--- config.mk ---
export PLATFORM = sky130hd
export DESIGN_NAME = lmb_back
export DESIGN_NICKNAME = d
export VERILOG_FILES = /design/src/hw/rtl/lmb_pkg.sv /design/src/hw/rtl/lmb_back.sv
export SDC_FILE = /design/constraint.sdc
export NUM_CORES = 1
export LEC_CHECK = 0
export BUFFER_PORTS_ARGS = -buffer_cell sky130_fd_sc_hd__buf_2
export CORE_AREA = 2 2 99 101
export DETAILED_ROUTE_END_ITERATION = 8
export DIE_AREA = 0 0 101 103
export PLACE_DENSITY = 0.66
export SLEW_MARGIN = 0
export SYNTH_ARGS = -nofsm -noshare
export SYNTH_HDL_FRONTEND = slang
export SYNTH_SLANG_ARGS = --single-unit
--- constraint.sdc ---
create_clock -name i_clk -period 5.75 [get_ports i_clk]
set_input_delay 1.15 -clock i_clk [delete_from_list [all_inputs] [get_ports i_clk]]
set_output_delay 1.15 -clock i_clk [all_outputs]
set_load 0.02 [all_outputs]
--- src/hw/rtl/lmb_pkg.sv ---
`timescale 1ns / 1ps
// ----------------------------------------------------------------------------
// lmb_pkg: shared definitions for the 3x3 local-mean binariser
// Default sizes, the configuration register width, command codes and the
// flag bundle that travels with each result through the job queue.
// ----------------------------------------------------------------------------
package lmb_pkg;

    // Default sizes for the top-level parameters.
    localparam int MAX_DIM_DEF    = 1024;
    localparam int PIXEL_BITS_DEF = 8;

    // Width of the image dimension register and its value after reset.
    localparam int CFG_W     = 11;
    localparam int DIM_RESET = 1024;

    // Entries in the job queue between front and back (a power of two).
    localparam int QUEUE_DEPTH = 4;

    // Input command codes.
    localparam logic CMD_PIXEL = 1'b0;
    localparam logic CMD_DRAIN = 1'b1;

    // Markers that accompany one result.
    typedef struct packed {
        logic eor;
        logic eof;
    } t_flags;

endpackage

--- src/hw/rtl/lmb_back.sv ---
`timescale 1ns / 1ps
// ----------------------------------------------------------------------------
// lmb_back: threshold datapath and result register
// Pops one window per cycle unless the output stalls, forms the column sums
// and nine times the centre; the output stage compares the total against it.
// ----------------------------------------------------------------------------
module lmb_back #(
    parameter int PIXEL_BITS = lmb_pkg::PIXEL_BITS_DEF
) (
    input  logic                        i_clk,
    input  logic                        i_rst_n,
    input  logic                        i_nempty,
    output logic                        o_pop,
    input  logic [9*PIXEL_BITS-1:0]     i_win,
    input  lmb_pkg::t_flags             i_flags,
    output logic                        o_valid,
    input  logic                        i_stall,
    output logic                        o_bit_value,
    output logic                        o_end_of_row,
    output logic                        o_end_of_frame
);
    import lmb_pkg::*;

    localparam int SW = PIXEL_BITS + 4;

    logic                       r_av;
    logic [PIXEL_BITS+1:0]      r_colsum [3];
    logic [SW-1:0]              r_c9;
    t_flags                     r_a_flags;
    logic                       r_ov;
    logic                       r_bit;
    t_flags                     r_o_flags;
    logic                       out_free;
    logic                       a_free;
    logic [SW-1:0]              total;
    logic [PIXEL_BITS-1:0]      centre;

    // Pipeline flow control.
    assign out_free = !r_ov || !i_stall;
    assign a_free   = !r_av || out_free;
    assign o_pop    = i_nempty && a_free;

    assign centre = i_win[4*PIXEL_BITS +: PIXEL_BITS];
    assign total  = SW'(r_colsum[0]) + SW'(r_colsum[1]) + SW'(r_colsum[2]);

    // Valid bits of both stages.
    always_ff @(posedge i_clk) begin
        if (!i_rst_n) begin
            r_av <= 1'b0;
            r_ov <= 1'b0;
        end else begin
            if (a_free) begin
                r_av <= o_pop;
            end
            if (out_free) begin
                r_ov <= r_av;
            end
        end
    end

    // First stage: column sums and nine times the centre pixel.
    always_ff @(posedge i_clk) begin
        if (o_pop) begin
            for (int k = 0; k < 3; k++) begin
                r_colsum[k] <= (PIXEL_BITS+2)'(i_win[(3*k)*PIXEL_BITS +: PIXEL_BITS])
                             + (PIXEL_BITS+2)'(i_win[(3*k+1)*PIXEL_BITS +: PIXEL_BITS])
                             + (PIXEL_BITS+2)'(i_win[(3*k+2)*PIXEL_BITS +: PIXEL_BITS]);
            end
            r_c9      <= SW'({centre, 3'b000}) + SW'(centre);
            r_a_flags <= i_flags;
        end
    end

    // Output stage: a centre above the local mean gives a zero.
    always_ff @(posedge i_clk) begin
        if (out_free && r_av) begin
            r_bit     <= (r_c9 > total) ? 1'b0 : 1'b1;
            r_o_flags <= r_a_flags;
        end
    end

    assign o_valid        = r_ov;
    assign o_bit_value    = r_bit;
    assign o_end_of_row   = r_o_flags.eor;
    assign o_end_of_frame = r_o_flags.eof;

endmodule

# Yosys cells after proc, flatten, opt, wreduce, memory -nomap -nowiden
# Memory sizes are Yosys's and may differ from the RTL's.
# Cells that the tools add are included.
# word_totals
elab_cells	29
regBits	19
mem_count	1
mem_bits_rw	30
input_bits	78
output_inout_bits	5
# mem_list
memory	depth	word_bits	rd	rd_clocked_by_memory_dff	wr	line	source
r_colsum	3	10	3	0	3	lmb_back.sv:27	logic [PIXEL_BITS+1:0] r_colsum [3];
# op_classes
magnitude_cmp	1
n_addsub	9
n_mux	3
n_reduce_logical	7
# op_table
operator	count
$add A9 B8 Y10	3
$add A8 B8 Y9	3
$add A11 B10 Y12	1
$add A11 B8 Y12	1
$gt A12 B12 Y1	1
$add A10 B10 Y11	1
$logic_not A1 Y1	3
$mux W1	3
$logic_and A1 B1 Y1	2
$logic_or A1 B1 Y1	2

# Longest topological paths before layout
# logic_depth
depth_word	6
ltp_mapped	16
depth_no_buf	16

# Worst setup path before layout
# Ideal clock, no wire load.
# synth_path
path_kind	input-to-output
start	input port i_stall
end	output port o_pop
t_required_ns	4.600
setup_slack_ns	2.171
stages	2
arrival_time_ns	2.429
cell_sequence	nand3_1 > and2_1
# synth_via
elab_chain_cells	4
# synth_rtl
item	line	source
start, declared	lmb_back.sv:17	input logic i_stall,
$logic_not A1 Y1	lmb_back.sv:39	assign out_free = !r_ov || !i_stall;
$logic_or A1 B1 Y1	lmb_back.sv:39	
$logic_or A1 B1 Y1	lmb_back.sv:40	assign a_free = !r_av || out_free;
$logic_and A1 B1 Y1	lmb_back.sv:41	assign o_pop = i_nempty && a_free;
end, declared	lmb_back.sv:13	output logic o_pop,
# No other way between the ends.

==> results.sh <==
export IMPL_min_period_over_period=0.633
export IMPL_synth_seq_area_share=0.359
export IMPL_setup_violations=0
export IMPL_numCtsBuffers=5
export IMPL_grt_pass1_vias=2810
export IMPL_netlist_area_um2=4050
export IMPL_routed_wl_um=7050
export IMPL_drv_slew=0
export IMPL_min_path_cells=0
export IMPL_grt_start_max_net_pins=46
export IMPL_worstPathRequired_ps=5810
export IMPL_clkLatencyLatePin_ps=300
export IMPL_rr_worst_depth=15
export IMPL_gp_congestion=0.783
export IMPL_die_area_um2=10400
export IMPL_postSynth_asyncResetShare=0
export IMPL_fin_skew_ps=10.4
export IMPL_cp_start_kind="flip-flop"
export IMPL_cts_sinks=49
export IMPL_cellPowerDensity_nw_per_um2=375
export IMPL_reg2reg_from="r_colsum[0][1]"
export IMPL_hold_viol=0
export IMPL_layout_nets=591
export IMPL_grt_usage=0.151
export IMPL_syn_avg_cell_area_um2=12.0
export IMPL_synth_distinct_cells=40
export IMPL_place_area_um2=4600
export IMPL_yosys_most_used_dff="edfxtp_1"
export IMPL_post_cts_buffers=0
export IMPL_routed_via_density=4.94
export IMPL_clk_pin_slew_ps=90
export IMPL_route_detailed_drc=0
export IMPL_dieWidth_um=101
export IMPL_holdCritPathClass="reg2reg"
export IMPL_rows=36
export IMPL_die_y_um=103
export IMPL_ant_nets=0
export IMPL_slew_limit_headroom=0.324
export IMPL_leakage_nw=2.11
export IMPL_fmax_ghz=0.275
export IMPL_portBuffers=82
export IMPL_irDropWorstVdd_uv=174
export IMPL_layout_common_cells="buf_2, inv_1, ha_1, edfxtp_1, fa_1"
export IMPL_worstMarginPinSlew_ps=1010
export IMPL_synth_edf_count=47
export IMPL_whs_ps=435
export IMPL_p_seq_frac=0.287
export IMPL_period_needed_ps=3640
export IMPL_root_buffer="clkbuf_8"
export IMPL_grt_pass1_wl_um=12500
export IMPL_synth_nets=502
export IMPL_min_to="o_end_of_row"
export IMPL_diodes=0
export IMPL_num_vias=2680
export IMPL_power_clock_fraction=0.144
export IMPL_drv_cap=0
export IMPL_status="complete, no violations"
export IMPL_path_class="reg2reg"
export IMPL_cts_path_max_buffers=2
export IMPL_h_tree_depth=2
export IMPL_setup_tns_final_ps=0
export IMPL_yosys_warnings=0
export IMPL_syn_to_final_growth_pct=16.7
export IMPL_io_pins=83
export IMPL_start_util=0.428
export IMPL_cp_end_kind="flip-flop"
export IMPL_core_um2=9460
export IMPL_dr_first_iter_drc_count=82
export IMPL_power_frac_comb=0.569
export IMPL_min_from="r_a_flags[1]"
export IMPL_ys_ff_latch=49
export IMPL_cts_hold_buf=0
export IMPL_swShare=0.378
export IMPL_netlist_instances=338
export IMPL_yosysTopAreaCell="edfxtp_1"
export IMPL_cts_tree="done"
export IMPL_wl_per_cell_um=13.0
export IMPL_p_sw_uw=669
export IMPL_detailedPlacementHpwl_um=6010
export IMPL_antenna_found_initial=0
export IMPL_grt_overflow=0
export IMPL_fin_area_um2=4720
export IMPL_r2r_end="o_bit_value"
export IMPL_worstPathArrival_ps=3700
export IMPL_drive_above_1_share=0.222
export IMPL_rrSetupSlack_ps=2110
export IMPL_synth_top_area_frac=0.349
export IMPL_critPathMaxFanout=2
export IMPL_rsz0062_at_grt="false"
export IMPL_yosys_top_cells_area="edfxtp_1, fa_1, ha_1"
export IMPL_layout_commonest_cell="buf_2"
export IMPL_internal_power_mw=1.10
export IMPL_dr_pass1_iters=4
export IMPL_cts_resized_gates=0
worst max-delay path, stage by stage (launching register included):
cell and delay [ps]:
edfxtp_1 330, inv_1 50, fa_1 540, inv_1 50
ha_1 210, fa_1 400, a21o_1 190, a21oi_1 210
o21ba_1 170, o21ai_1 90, xnor2_1 140, ha_1 290
nand4_1 110, or3_1 400, a21oi_1 130, o22ai_1 90
metal layers:
layer	up-vias	wire [µm]	global-route usage
li1	1367	-	-
met1	1265	3040	0.178
met2	40	3780	0.290
met3	8	131	0.0210
met4	0	98	0.0343
met5	-	0	0
power by group through the flow:
stage	Sequential, mW	Clock [mW]	Combinational [mW]
after floorplan	0.513	0	0.795
after global placement	0.516	0	0.986
after detailed placement	0.519	0	1.02
after CTS	0.510	0.263	1.03
after global routing	0.515	0.273	1.18
final	0.508	0.255	1.01
metrics by stage:
step                      setup WS, ps  total power [mW]  utilization  cells
final                             2110              1.77        0.499    542
after global routing              1850              1.97        0.499    542
after CTS                         2060              1.80        0.499    542
after detailed placement          2060              1.54        0.486    534
after global placement            2120              1.50        0.486    534
after floorplan                   2170              1.31            -    338
cells by family after synthesis:
kind of cell	after synthesis	synth area share
AOI/OAI and AO/OA	76	0.130
buffers and inverters	49	0.0455
xor gates and xnor gates	29	0.0628
DFF	49	0.359
adders and majority gates	86	0.338
and+or+nand+nor	49	0.0649
area by class of cell:
cell class / count / area (µm²)
fillers: 872 / 4740
multi-input cells: 240 / 2410
flip-flops and latches: 49 / 1450
repair buffers: 82 / 410
inverters: 49 / 184
well taps: 114 / 143
clock buffers: 6 / 82.6
clock inverters: 2 / 37.5
cells in the mapped netlist (all sizes together) (3+ instances only):
cell and count:
xnor2 22, a21oi 20, a21boi 3, inv 49, a21o 7, or4 4
nor2 12, and2 3, nand2b 3, ha 47, o21a 8, fa 39
o21ai 12, edfxtp 47, o21bai 6, nand2 10, nand3 3, xor2 7
a211oi 8, nor2b 6
state kept, by name (all words and copies together), names as in the netlist:
signal	flops
r_colsum	30
o_end_of_row	1
o_valid	1
r_c9	12
r_av	1
o_end_of_frame	1
r_a_flags	2
o_bit_value	1
worst max path at each step:
| stage | start | to | cells after the start |
|---|---|---|---|
| 6_report | r_colsum[0][1] | o_bit_value | 15 |
| 5_1_grt | r_colsum[0][1] | o_bit_value | 15 |
| 3_5_place_dp | i_stall | o_pop | 4 |
| 3_3_place_gp | i_stall | o_pop | 4 |
| 2_1_floorplan | i_stall | o_pop | 2 |
| 4_1_cts | i_stall | o_pop | 4 |
No activity file was read; power rests on OpenSTA's default activity.
