==> src/hw/rtl/lmb_pkg.sv <==
`timescale 1ns / 1ps
// ----------------------------------------------------------------------------
// lmb_pkg: shared definitions for the 3x3 local-mean binariser
// Default sizes, the configuration register width, command codes and the
// flag bundle that travels with each result through the job queue.
// ----------------------------------------------------------------------------
package lmb_pkg;

    // Default sizes for the top-level parameters.
    localparam int MAX_DIM_DEF    = 1024;
    localparam int PIXEL_BITS_DEF = 8;

    // Width of the image dimension register and its value after reset.
    localparam int CFG_W     = 11;
    localparam int DIM_RESET = 1024;

    // Entries in the job queue between front and back (a power of two).
    localparam int QUEUE_DEPTH = 4;

    // Input command codes.
    localparam logic CMD_PIXEL = 1'b0;
    localparam logic CMD_DRAIN = 1'b1;

    // Markers that accompany one result.
    typedef struct packed {
        logic eor;
        logic eof;
    } t_flags;

endpackage

==> src/hw/rtl/lmb_queue.sv <==
`timescale 1ns / 1ps
// ----------------------------------------------------------------------------
// lmb_queue: job queue between front and back
// A short FIFO of window snapshots that takes up to two jobs and gives one
// job per cycle when popped, so that intake and result delivery stall apart.
// ----------------------------------------------------------------------------
module lmb_queue #(
    parameter int PIXEL_BITS = lmb_pkg::PIXEL_BITS_DEF
) (
    input  logic                        i_clk,
    input  logic                        i_rst_n,
    input  logic [1:0]                  i_push_cnt,
    input  logic [9*PIXEL_BITS-1:0]     i_win0,
    input  lmb_pkg::t_flags             i_flags0,
    input  logic [9*PIXEL_BITS-1:0]     i_win1,
    input  lmb_pkg::t_flags             i_flags1,
    output logic                        o_room,
    output logic                        o_nempty,
    input  logic                        i_pop,
    output logic [9*PIXEL_BITS-1:0]     o_win,
    output lmb_pkg::t_flags             o_flags
);
    import lmb_pkg::*;

    localparam int WIN_W = 9 * PIXEL_BITS;
    localparam int PW    = $clog2(QUEUE_DEPTH);
    localparam int CNTW  = $clog2(QUEUE_DEPTH + 1);

    logic [WIN_W-1:0]   r_q_win   [QUEUE_DEPTH];
    t_flags             r_q_flags [QUEUE_DEPTH];
    logic [PW-1:0]      r_wp;
    logic [PW-1:0]      r_rp;
    logic [CNTW-1:0]    r_cnt;
    logic [PW-1:0]      wp1;

    assign wp1 = r_wp + PW'(1);

    // Room for a full pair of jobs is what the front waits for.
    assign o_room   = r_cnt <= CNTW'(QUEUE_DEPTH - 2);
    assign o_nempty = r_cnt != '0;
    assign o_win    = r_q_win[r_rp];
    assign o_flags  = r_q_flags[r_rp];

    // Pointers and fill level.
    always_ff @(posedge i_clk) begin
        if (!i_rst_n) begin
            r_wp  <= '0;
            r_rp  <= '0;
            r_cnt <= '0;
        end else begin
            r_wp  <= r_wp + PW'(i_push_cnt);
            r_rp  <= r_rp + PW'(i_pop);
            r_cnt <= r_cnt + CNTW'(i_push_cnt) - CNTW'(i_pop);
        end
    end

    // Entry storage.
    always_ff @(posedge i_clk) begin
        if (i_push_cnt != 2'd0) begin
            r_q_win[r_wp]   <= i_win0;
            r_q_flags[r_wp] <= i_flags0;
        end
        if (i_push_cnt == 2'd2) begin
            r_q_win[wp1]   <= i_win1;
            r_q_flags[wp1] <= i_flags1;
        end
    end

endmodule

==> config.mk <==
export PLATFORM = sky130hd
export DESIGN_NAME = lmb_queue
export DESIGN_NICKNAME = d
export VERILOG_FILES = /design/src/hw/rtl/lmb_pkg.sv /design/src/hw/rtl/lmb_queue.sv
export SDC_FILE = /design/constraint.sdc
export NUM_CORES = 1
export LEC_CHECK = 0
export BUFFER_PORTS_ARGS = -buffer_cell sky130_fd_sc_hd__clkbuf_2
export CORE_ASPECT_RATIO = 1.75
export CORE_MARGIN = 3
export CORE_UTILIZATION = 50
export DETAILED_ROUTE_END_ITERATION = 16
export GPL_TIMING_DRIVEN = 1
export HOLD_SLACK_MARGIN = 0.05
export PLACE_DENSITY = 0.72
export SYNTH_ARGS = -nofsm -noshare
export SYNTH_HDL_FRONTEND = slang
export SYNTH_SLANG_ARGS = --single-unit
==> constraint.sdc <==
create_clock -name i_clk -period 19.88 [get_ports i_clk]
set_input_delay 3.976 -clock i_clk [delete_from_list [all_inputs] [get_ports i_clk]]
set_output_delay 3.976 -clock i_clk [all_outputs]
set_load 0.02 [all_outputs]
# After elaboration in Yosys (flattened, before gate mapping)
# Memory sizes are Yosys's and may differ from the RTL's. A register that Yosys moved wholly into a read port is not among the register bits.
# Cells that the tools add are included.
# op_classes
addsub,5
n_lt_le_gt_ge,1
n_eq_ne,1
n_mux,6
n_reduce_logical,2
# ops
cell,count
$mux W1,4
$mux W2,2
$add A3 B2 Y3,1
$le A3 B2 Y1 const B,1
$reduce_bool A3 Y1,1
$sub A3 B1 Y3,1
$add A2 B1 Y2,1
$add A2 B1 Y2 const B,1
$add A2 B2 Y2,1
$eq A2 B2 Y1 const B,1
$reduce_bool A2 Y1,1
# totals
register_bits,7
mem_bits_rw,296
out_inout_bits,76
wordCells,20
mem_count,2
# mem_list
memory,words,word_bits,rd,rd_clocked_by_memory_dff,write_ports,line,rtl
r_q_win,4,72,1,1,2,lmb_queue.sv:29,logic [WIN_W-1:0] r_q_win [QUEUE_DEPTH];
r_q_flags,4,2,1,1,2,lmb_queue.sv:30,t_flags r_q_flags [QUEUE_DEPTH];

# Logic depth before layout (Yosys ltp)
# Gate-level depths: netlist (run 1).
# logic_depth
depth_word,3
ltp_mapped,8

# Least setup slack after synthesis (run 1)
# OpenSTA, ideal clock, no wires.
# synth_path
path_type,input to register
from,input i_push_cnt[1]
to,memory r_q_flags[0][0] (netlist bit) (enable)
arrival_time_ns,9.421
required_time_ns,19.272
path_slack_ns,9.851
path_stages,3
path_buffers,1
cell_sequence,buf_2 -> o21bai_1 -> o21ai_0
# synth_lines
element,line,rtl
from (decl),lmb_queue.sv:12,"input logic [1:0] i_push_cnt,"
to (decl),lmb_queue.sv:30,

==> run metrics, run 1 <==
RR Startpoint=r_wp[1]$_SDFF_PN0_; Worst Setup Slack, final=12850 ps; Max Fclk=0.142 GHz; P&R area growth vs syn=16.3%; Req. time, crit path=15900 ps; Slew Viols, Final=0; Final Net Count=1139; Tmin final=7030 ps; drt drc=0; Post-Synth XOR/XNOR Area=0.00367; Seq cells post-synth=303; Logic pwr share=0.173; worst-margin pin slew=1050 ps; Synth Area in Adders=0.00563; Clk pwr share=0.336; Seq/Total Area, Yosys=0.616; die area=0.0315 mm2; first-pass GRT wire length=50600 um; vias in the first global route=8680; initial antenna violation count=5; Crit Path Max Fanout=40; clk sinks=303; synthesized cell area=0.0147 mm2; FP Rows=82; CTS tree=yes; final global-route overflow total=0; count of TritonRoute iterations in the first routing pass=4; YS warnings=0; setup TNS=0 ps; max cap viols=0; RePlAce Congestion=0.746; 1st-iter DRT viols=444; antenna-violating nets left=0; WHS Path Cells=2; status=completed; Mapped Nets=915; Max Clock Skew=13.1 ps; CP Data Arrival Time=3050 ps; post_cts resized=0; Netlist cell types=26; Setup CP Type=flip-flop to output pin; GRT Util Overall=0.212; simple-gate portion of the synthesized area=0.00725; Die H=233 um; layout cells sized above 1=0.492; Final Hold Viols=0; final setup fails=0; hold path endpoint=r_cnt[2]$_SDFF_PN0_; CTS buffer count=28; root buffer cell=clkbuf_16; sequential share of power=0.492; largest net degree at the start of global routing=51; M1 GR Usage=0.248; DR vias=7931; Max Root-Sink Buffers=3; number of H-tree levels=1; Critical Path End Type=output pin; Setup Fix Bufs, Post-CTS=0; FF-to-FF setup slack=16790 ps; max_slew headroom=0.295; dpl hpwl=20500 um; switch share=0.255; Hold WC Path Type=flip-flop to flip-flop; internal power=1.22 mW; pre-CTS setup slack=12980 ps; hold_buf cts=0; net switching power=0.419 mW; Leak=6.03 nW; largest family of logic cells by synthesized area=multiplexers; routed wire length=33000 um; Post-Syn Instances=756; post-synthesis mux area share=0.342; RR Endpoint=r_q_win[2][10]$_DFFE_PP_; Horiz. Die Dim=135 um; Clk pin slew, worst setup/hold paths=60 ps; hold_sp=r_cnt[2]$_SDFF_PN0_; met2 Use GR=0.393; num ports=229; post-DR vias/cell=5.74; RSZ-0062 raised after global routing=false; CP Launch Type=flip-flop; power density cells=96.3 mW/mm2; Syn Area/Cell=19.4 um2; IO Port Bufs=228; met3 usage=0.0361; DR WL/cell=23.9 um; Synth Area in Compound Gates=0.00171; GRT Max-Usage Layer=met2; peak supply drop=0.0837 mV; Tcrit/Tclk final=0.354; initial core utilization=0.511; core box area=0.0287 mm2; reg2reg path depth=4; clock latency on the worst-skew pair=550 ps
## final cells by class
| type | instances | area (um2) |
|---|---|---|
| Clock buffer | 35 | 748 |
| Clock inverter | 15 | 180 |
| Sequential cell | 303 | 9040 |
| Inverter | 6 | 22.5 |
| Antenna cell | 4 | 10.0 |
| Fill cell | 2215 | 11700 |
| Tap cell | 378 | 473 |
| Timing Repair Buffer | 243 | 1250 |
| Multi-Input combinational cell | 398 | 5330 |
## cell usage after synthesis (all sizes together)
cell    number  area, um2
a21oi        1       5.00
and2         5       31.3
and4bb       2       25.0
buf         44        319
clkbuf       5       18.8
dfxtp        7        140
edfxtp     296       8890
fa           1       20.0
ha           5       62.6
inv          6       22.5
mux2       296       3330
mux2i        1       10.0
mux4        74       1670
nand4b       1       8.76
nor2         2       7.51
nor2b        2       12.5
nor4b        1       15.0
o21ai        1       5.00
o21bai       2       15.0
or3          1       6.26
xnor3        2       45.0
xor2         1       8.76
## critical path, stage by stage, from the launching register on
cell and delay (ps):
dfxtp_4 890, buf_4 800, mux4_2 630, clkbuf_2 180
## cells in the final DEF, fill, tap and decap left out, types with 3 or more instances in the layout
master / count
clkinv_2: 3
and2_1: 5
edfxtp_1: 296
mux4_2: 74
ha_1: 5
clkbuf_2: 228
mux2_2: 127
inv_1: 6
buf_4: 15
clkbuf_1: 6
diode_2: 4
clkbuf_16: 29
bufinv_16: 4
dfxtp_1: 5
clkinv_1: 5
mux2_1: 169
## flip-flops by register name, indices dropped and copies added, names as in the netlist
name	cells
r_cnt	3
r_wp	2
r_rp	2
r_q_flags	8
r_q_win	288
## cell families after synthesis
logic type                 count (synthesis)
AOI/OAI and AO/OA                          4
DFF                                      303
buffers and inverters                     55
adders and majority gates                  6
and+or+nand+nor                           14
xor gates and xnor gates                   3
muxes                                    371
## metal layers
| metal | vias up | wire length, um |
|---|---|---|
| met4 | 4 | 904 |
| met3 | 44 | 1580 |
| met5 | - | 27 |
| met2 | 214 | 18200 |
| li1 | 3560 | - |
| met1 | 4109 | 12300 |
## worst max-delay path by stage
stage / from / endpoint / slack [ps]
floorplan: i_push_cnt[1] / r_q_flags[0][0]$_DFFE_PP_ / 9850
global placement: i_push_cnt[0] / r_q_win[2][13]$_DFFE_PP_ / 13010
detailed placement: i_push_cnt[0] / r_q_win[2][10]$_DFFE_PP_ / 12980
CTS: r_rp[0]$_SDFF_PN0_ / o_win[51] / 12690
global route: r_rp[0]$_SDFF_PN0_ / o_win[51] / 12540
finish: r_rp[0]$_SDFF_PN0_ / o_win[58] / 12850
## per-stage QoR
stage	area [um2]	power [mW]	hold slack, ps	util	cells
4_1_cts	17000	1.66	744	0.593	1378
2_1_floorplan	14700	1.01	556	-	756
6_report	17100	1.64	731	0.594	1382
3_5_place_dp	16100	1.11	731	0.561	1328
5_1_grt	17100	1.71	785	0.594	1381
3_3_place_gp	16100	1.11	696	0.561	1328
## power by group through the flow
stage          clock (mW)  sequential (mW)  combinational [mW]
6_report            0.551            0.808               0.284
5_1_grt             0.587            0.814               0.305
4_1_cts             0.564            0.809               0.290
3_5_place_dp            0            0.823               0.289
3_3_place_gp            0            0.820               0.286
2_1_floorplan           0            0.816               0.194
Power figures use the tool's default switching activity.
==> run 2: changes to the inputs <==
clock period = 6.9 ns   (was 19.88 ns; I/O delays follow)
==> run 2 against run 1 <==
Clock power grew to 2.8 times the previous value. Sequential share of layout area is essentially flat. Clock skew shrank 4.7 ps. First-iteration DRC count shrank 5.0%. Routed wire length grew 0.66%. Global-route usage grew 0.14 points. Non-clock buffer count grew 1. Via count is essentially flat. Core utilization is essentially flat. Die area is the same. Critical endpoint is now o_win[50]. Largest power group unchanged.
==> run metrics, run 2 (same netlist as run 1, synthesis figures left out) <==
status=completed (unchanged); Max Clock Skew=8.41 ps (was 13.1 ps); dpl hpwl=20100 um (was 20500 um); drt drc=0 (unchanged); Slew Viols, Final=0 (unchanged); Tmin final=4050 ps; vias in the first global route=9014 (was 8680); post_cts resized=0 (unchanged); P&R area growth vs syn=16.2% (was 16.3%); IO Port Bufs=228 (unchanged); Critical Path End Type=output pin (unchanged); most frequent cells in the layout=edfxtp_1, clkbuf_2, mux2_1 (unchanged); die area=0.0315 mm2 (unchanged); routed wire length=33300 um (was 33000 um); Horiz. Die Dim=135 um (unchanged); initial antenna violation count=7 (was 5); Clk pin slew, worst setup/hold paths=70 ps (was 60 ps); CP Launch Type=flip-flop (unchanged); hold_buf cts=0 (unchanged); Req. time, crit path=5520 ps (was 15900 ps); RSZ-0062 raised after global routing=false (unchanged); max_slew headroom=0.263 (was 0.295); clock latency on the worst-skew pair=550 ps (about the same); power density cells=276 mW/mm2 (was 96.3 mW/mm2); largest net degree at the start of global routing=65 (was 51); layout cells sized above 1=0.495 (was 0.492); placed inst area=0.0161 mm2 (about the same); placed instance count=1329 (was 1328); CTS buffer count=28 (unchanged); non-filler cells, final=1382 (unchanged); root buffer cell=clkbuf_16 (unchanged); CP Data Arrival Time=2670 ps (was 3050 ps); worst-margin pin slew=1110 ps (was 1050 ps); max cap viols=0 (unchanged); Final Net Count=1140 (was 1139); Crit Path Max Fanout=33 (was 40); Worst Setup Slack, final=2850 ps (was 12850 ps); Setup Fix Bufs, Post-CTS=0 (unchanged); commonest non-fill, non-tap cell in the layout=edfxtp_1 (unchanged); WHS Path Cells=2 (unchanged); Max Root-Sink Buffers=3 (unchanged); critical path startpoint=r_rp[0]$_SDFF_PN0_ (unchanged); Top Registers=r_q_win (288), r_q_flags (8), r_cnt (3) (unchanged); FP Rows=82 (unchanged); fin util=0.593 (was 0.594); Leak=6.03 nW (about the same); Max Fclk=0.247 GHz; RePlAce Congestion=0.747 (was 0.746); count of TritonRoute iterations in the first routing pass=4 (unchanged); num ports=229 (unchanged); clk sinks=303 (unchanged); core box area=0.0287 mm2 (unchanged); GRT Util Overall=0.214 (was 0.212); initial core utilization=0.511 (unchanged); Die H=233 um (unchanged); CTS tree=yes (unchanged); reg2reg path depth=3 (was 4); Overall Power=4.70 mW (was 1.64 mW); peak supply drop=0.203 mV (was 0.0837 mV); 1st-iter DRT viols=422 (was 444); first-pass GRT wire length=51200 um (was 50600 um); hold_sp=r_cnt[2]$_SDFF_PN0_ (unchanged); final global-route overflow total=0 (unchanged); Finished Cell Area=0.0170 mm2 (was 0.0171 mm2); DR WL/cell=24.1 um (was 23.9 um); max FFs per register=288 (unchanged); post-DR vias/cell=5.74 (about the same); final setup fails=0 (unchanged); pre-CTS setup slack=3060 ps (was 12980 ps); Final Hold Viols=0 (unchanged); Tcrit/Tclk final=0.587; RR Startpoint=r_wp[1]$_SDFF_PN0_ (unchanged); DR vias=7926 (was 7931); number of H-tree levels=1 (unchanged); setup TNS=0 ps (unchanged); antenna-violating nets left=0 (unchanged); Hold WC Path Type=flip-flop to flip-flop (unchanged); worst hold margin=716 ps (was 731 ps); Reg with most FFs=r_q_win (unchanged); Setup CP Type=flip-flop to output pin (unchanged)
==> run 2: layer usage <==
layer / track usage / part of all wire / wire [um] / vias up
li1: - / - / - / 3557
met1: 0.251 / 0.38 / 12600 / 4107
met2: 0.393 / 0.55 / 18200 / 208
met3: 0.0340 / 0.044 / 1480 / 52
met4: 0.0753 / 0.028 / 930 / 2
met5: 0 / 0.00024 / 8 / -
==> run 2: critical path, cell delays in order (launching register included) <==
cell and delay (ps):
dfxtp_4 610, buf_4 630, mux4_2 630, clkbuf_2 180
==> run 2: final timing paths <==
path | endpoint | slack (ps)
max | o_win[50] | 2850
min reg2reg | r_cnt[2]$_SDFF_PN0_ | 720
min | r_cnt[2]$_SDFF_PN0_ | 720
max reg2reg | r_q_win[3][61]$_DFFE_PP_ | 4120
==> run 2: area by class of cell <==
| type | instances | area [um2] |
|---|---|---|
| timing repair buffer | 244 | 1270 |
| sequential | 303 | 9040 |
| clock inverter | 14 | 155 |
| antenna | 5 | 12.5 |
| inverter | 6 | 22.5 |
| clock buffer | 34 | 744 |
| tap | 378 | 473 |
| multi-input combinational | 398 | 5330 |
| fill | 2232 | 11700 |
==> run 2: power breakdown <==
part	switching [mW]	internal, mW	leakage, nW
sequential	0.0674	2.26	2.84
combinational	0.471	0.355	2.75
clock	0.675	0.879	0.438
total	1.21	3.49	6.03
==> run 3: changes to the inputs <==
ABC_AREA = 1   (was unset)
PLACE_DENSITY = 0.74   (was 0.72)
clock period = 3.53 ns   (was 6.9 ns; I/O delays follow)
==> run 3 against run 2 <==
Clock skew about the same. Sequential share of layout area decreased by 1.7 points. Largest power group unchanged. Global-route usage increased by 1.2 points.
==> run metrics, run 3 <==
status=completed (unchanged); CTS buffer count=28 (unchanged); FF-to-FF setup slack=1320 ps (was 4120 ps); leading area contributor after synthesis=edfxtp_1 (unchanged); Max Clock Skew=8.07 ps (was 8.41 ps); hold_buf cts=0 (unchanged); final global-route overflow total=0 (unchanged); Leak=7.87 nW (was 6.03 nW); Hold WC Path Type=primary input to flip-flop (was flip-flop to flip-flop); peak supply drop=0.456 mV (was 0.203 mV); core box area=0.0304 mm2 (was 0.0287 mm2); Max Root-Sink Buffers=3 (unchanged); worst-margin pin slew=658 ps (was 1110 ps); critical path startpoint=r_rp[1]$_SDFF_PN0_ (was r_rp[0]$_SDFF_PN0_); clock latency on the worst-skew pair=540 ps (was 550 ps); count of TritonRoute iterations in the first routing pass=5 (was 4); FP Rows=84 (was 82); max cap viols=0 (unchanged); P&R area growth vs syn=13.6% (was 16.2%); RR Startpoint=r_wp[1]$_SDFF_PN0_ (unchanged); GRT Util Overall=0.225 (was 0.214); Logic pwr share=0.191 (was 0.176); max FFs per register=288 (unchanged); Horiz. Die Dim=139 um (was 135 um); Syn Area/Cell=9.35 um2 (was 19.4 um2); Tcrit/Tclk final=0.832; net switching power=2.60 mW (was 1.21 mW); Worst setup endpoint=o_win[65] (was o_win[50]); initial core utilization=0.511 (about the same); Max Fclk=0.341 GHz; Reg with most FFs=r_q_win (unchanged); Synth top cells by count=nand2_1, edfxtp_1, inv_1, o21ai_0, o21ai_1 (was edfxtp_1, mux2_1, mux2_2, mux4_2, buf_2); antenna-violating nets left=0 (unchanged); first-pass GRT wire length=60200 um (was 51200 um); IO Port Bufs=228 (unchanged); die area=0.0333 mm2 (was 0.0315 mm2); CP Data Arrival Time=2230 ps (was 2670 ps); number of H-tree levels=1 (unchanged); RR Endpoint=r_q_win[3][7]$_DFFE_PP_ (was r_q_win[3][61]$_DFFE_PP_); EDFF count, synth=296 (unchanged); power density cells=517 mW/mm2 (was 276 mW/mm2); setup TNS=0 ps (unchanged); Final Hold Viols=0 (unchanged); final setup fails=0 (unchanged); clk sinks=303 (unchanged); DR vias=12000 (was 7926); synthesized cell area=0.0155 mm2 (was 0.0147 mm2); Setup CP Type=flip-flop to output pin (unchanged); Crit Path Max Fanout=46 (was 33); Finished Cell Area=0.0176 mm2 (was 0.0170 mm2); Netlist cell types=25 (was 26); Tmin final=2940 ps; top post-synthesis cells by area=edfxtp_1, nand2_1, o21ai_0, inv_1, o21ai_1 (was edfxtp_1, mux2_1, mux4_2, mux2_2, dfxtp_1); internal power=6.51 mW (was 3.49 mW); vias in the first global route=11900 (was 9014); hold_sp=i_rst_n (was r_cnt[2]$_SDFF_PN0_); post-DR vias/cell=5.38 (was 5.74); YS warnings=0 (unchanged); Clk pwr share=0.322 (was 0.330); most frequent cells in the layout=nand2_1, edfxtp_1, inv_1 (was edfxtp_1, clkbuf_2, mux2_1); Mapped Nets=1819 (was 915); Synth Flop Type=edfxtp_1 (unchanged); Die H=239 um (was 233 um); RSZ-0062 raised after global routing=false (unchanged); most frequent cell after synthesis=nand2_1 (was edfxtp_1); max_slew headroom=0.561 (was 0.263); num ports=229 (unchanged); sequential share of power=0.488 (was 0.494); Post-Syn Instances=1660 (was 756); initial antenna violation count=4 (was 7); asr flop ratio synth=0 (unchanged); Clk pin slew, worst setup/hold paths=70 ps (about the same); Top Registers=r_q_win (288), r_q_flags (8), r_cnt (3) (unchanged); post_cts resized=0 (unchanged); largest net degree at the start of global routing=150 (was 65); placed inst area=0.0167 mm2 (was 0.0161 mm2); Req. time, crit path=2820 ps (was 5520 ps); Yosys top cell area share=0.573 (was 0.606); Final Net Count=1982 (was 1140); Seq/Total Area, Yosys=0.582 (was 0.616); routed wire length=38300 um (was 33300 um); CP Launch Type=flip-flop (unchanged); 1st-iter DRT viols=896 (was 422); Slew Viols, Final=0 (unchanged); commonest non-fill, non-tap cell in the layout=nand2_1 (was edfxtp_1); layout cells sized above 1=0.186 (was 0.495); Seq cells post-synth=303 (unchanged); Setup Fix Bufs, Post-CTS=0 (unchanged); DR WL/cell=17.1 um (was 24.1 um); dpl hpwl=24000 um (was 20100 um); reg2reg path depth=5 (was 3); drt drc=0 (unchanged); RePlAce Congestion=0.814 (was 0.747); root buffer cell=clkbuf_16 (unchanged); switch share=0.286 (was 0.258); Critical Path End Type=output pin (unchanged); CTS tree=yes (unchanged)
-- run 3: cell types whose count changed after synthesis, moves of 18 or more --
cell / before / now
nand2_1: 0 / 462
inv_1: 6 / 234
buf_2: 18 / 58
o21ai_0: 1 / 197
o21ai_2: 0 / 40
mux2_2: 127 / 0
mux2_1: 169 / 0
o21ai_1: 0 / 133
o211ai_1: 0 / 74
a21oi_1: 1 / 77
mux4_2: 74 / 0
buf_6: 11 / 29
-- run 3: layout make-up --
class                      instances  area [um2]
antenna                            3        7.51
clock buffer                      32         737
clock inverter                    19         139
fill                            2571       12700
inverter                         237         890
multi-input combinational       1006        4930
sequential                       303        9040
tap                              387         484
timing repair buffer             247        1410
-- run 3: worst min path at each step --
stage / to / slack (ps) / depth (start not counted)
floorplan: r_rp[0]$_SDFF_PN0_ / 520 / 3
global placement: r_cnt[2]$_SDFF_PN0_ / 590 / 3
detailed placement: r_cnt[2]$_SDFF_PN0_ / 610 / 3
CTS: r_rp[0]$_SDFF_PN0_ / 410 / 3
global route: r_rp[0]$_SDFF_PN0_ / 440 / 3
finish: r_rp[0]$_SDFF_PN0_ / 430 / 3
-- run 3: worst max-delay path: stages, from the launching register on --
cell	delay (ps)
dfxtp_4	600
buf_4	530
a21oi_1	60
o21ai_0	120
nand2_1	140
clkbuf_2	180
-- run 3: kinds of logic after synthesis --
kind of cell               after synthesis  share of synthesized area
AOI/OAI and AO/OA                      521                      0.190
xor gates and xnor gates                 1                   0.000565
adders and majority gates                6                    0.00532
buffers and inverters                  351                      0.105
DFF                                    303                      0.582
and+or+nand+nor                        478                      0.118
-- run 3: through the flow --
step | worst slack (ps) | std cells | util | hold WS (ps) | total power [mW]
detailed placement | 899 | 2180 | 0.551 | 610 | 6.27
global placement | 934 | 2180 | 0.551 | 585 | 6.21
finish | 594 | 2234 | 0.580 | 427 | 9.11
CTS | 593 | 2231 | 0.580 | 412 | 9.17
floorplan | 324 | 1660 | - | 518 | 5.64
global route | 474 | 2234 | 0.580 | 440 | 9.51
-- run 3: power by group through the flow --
stage | Clock [mW] | Sequential [mW] | Combinational, mW
after detailed placement | 0 | 4.52 | 1.75
final | 2.93 | 4.44 | 1.74
after global placement | 0 | 4.50 | 1.70
after CTS | 2.97 | 4.44 | 1.76
after floorplan | 0 | 4.51 | 1.13
after global routing | 3.12 | 4.47 | 1.93
-- run 3: metal layers --
layer	vias to the layer above	share of wire	track usage
li1	5914	-	-
met1	5632	0.37	0.259
met2	418	0.54	0.425
met3	59	0.063	0.0296
met4	2	0.029	0.0858
met5	-	0.00034	0
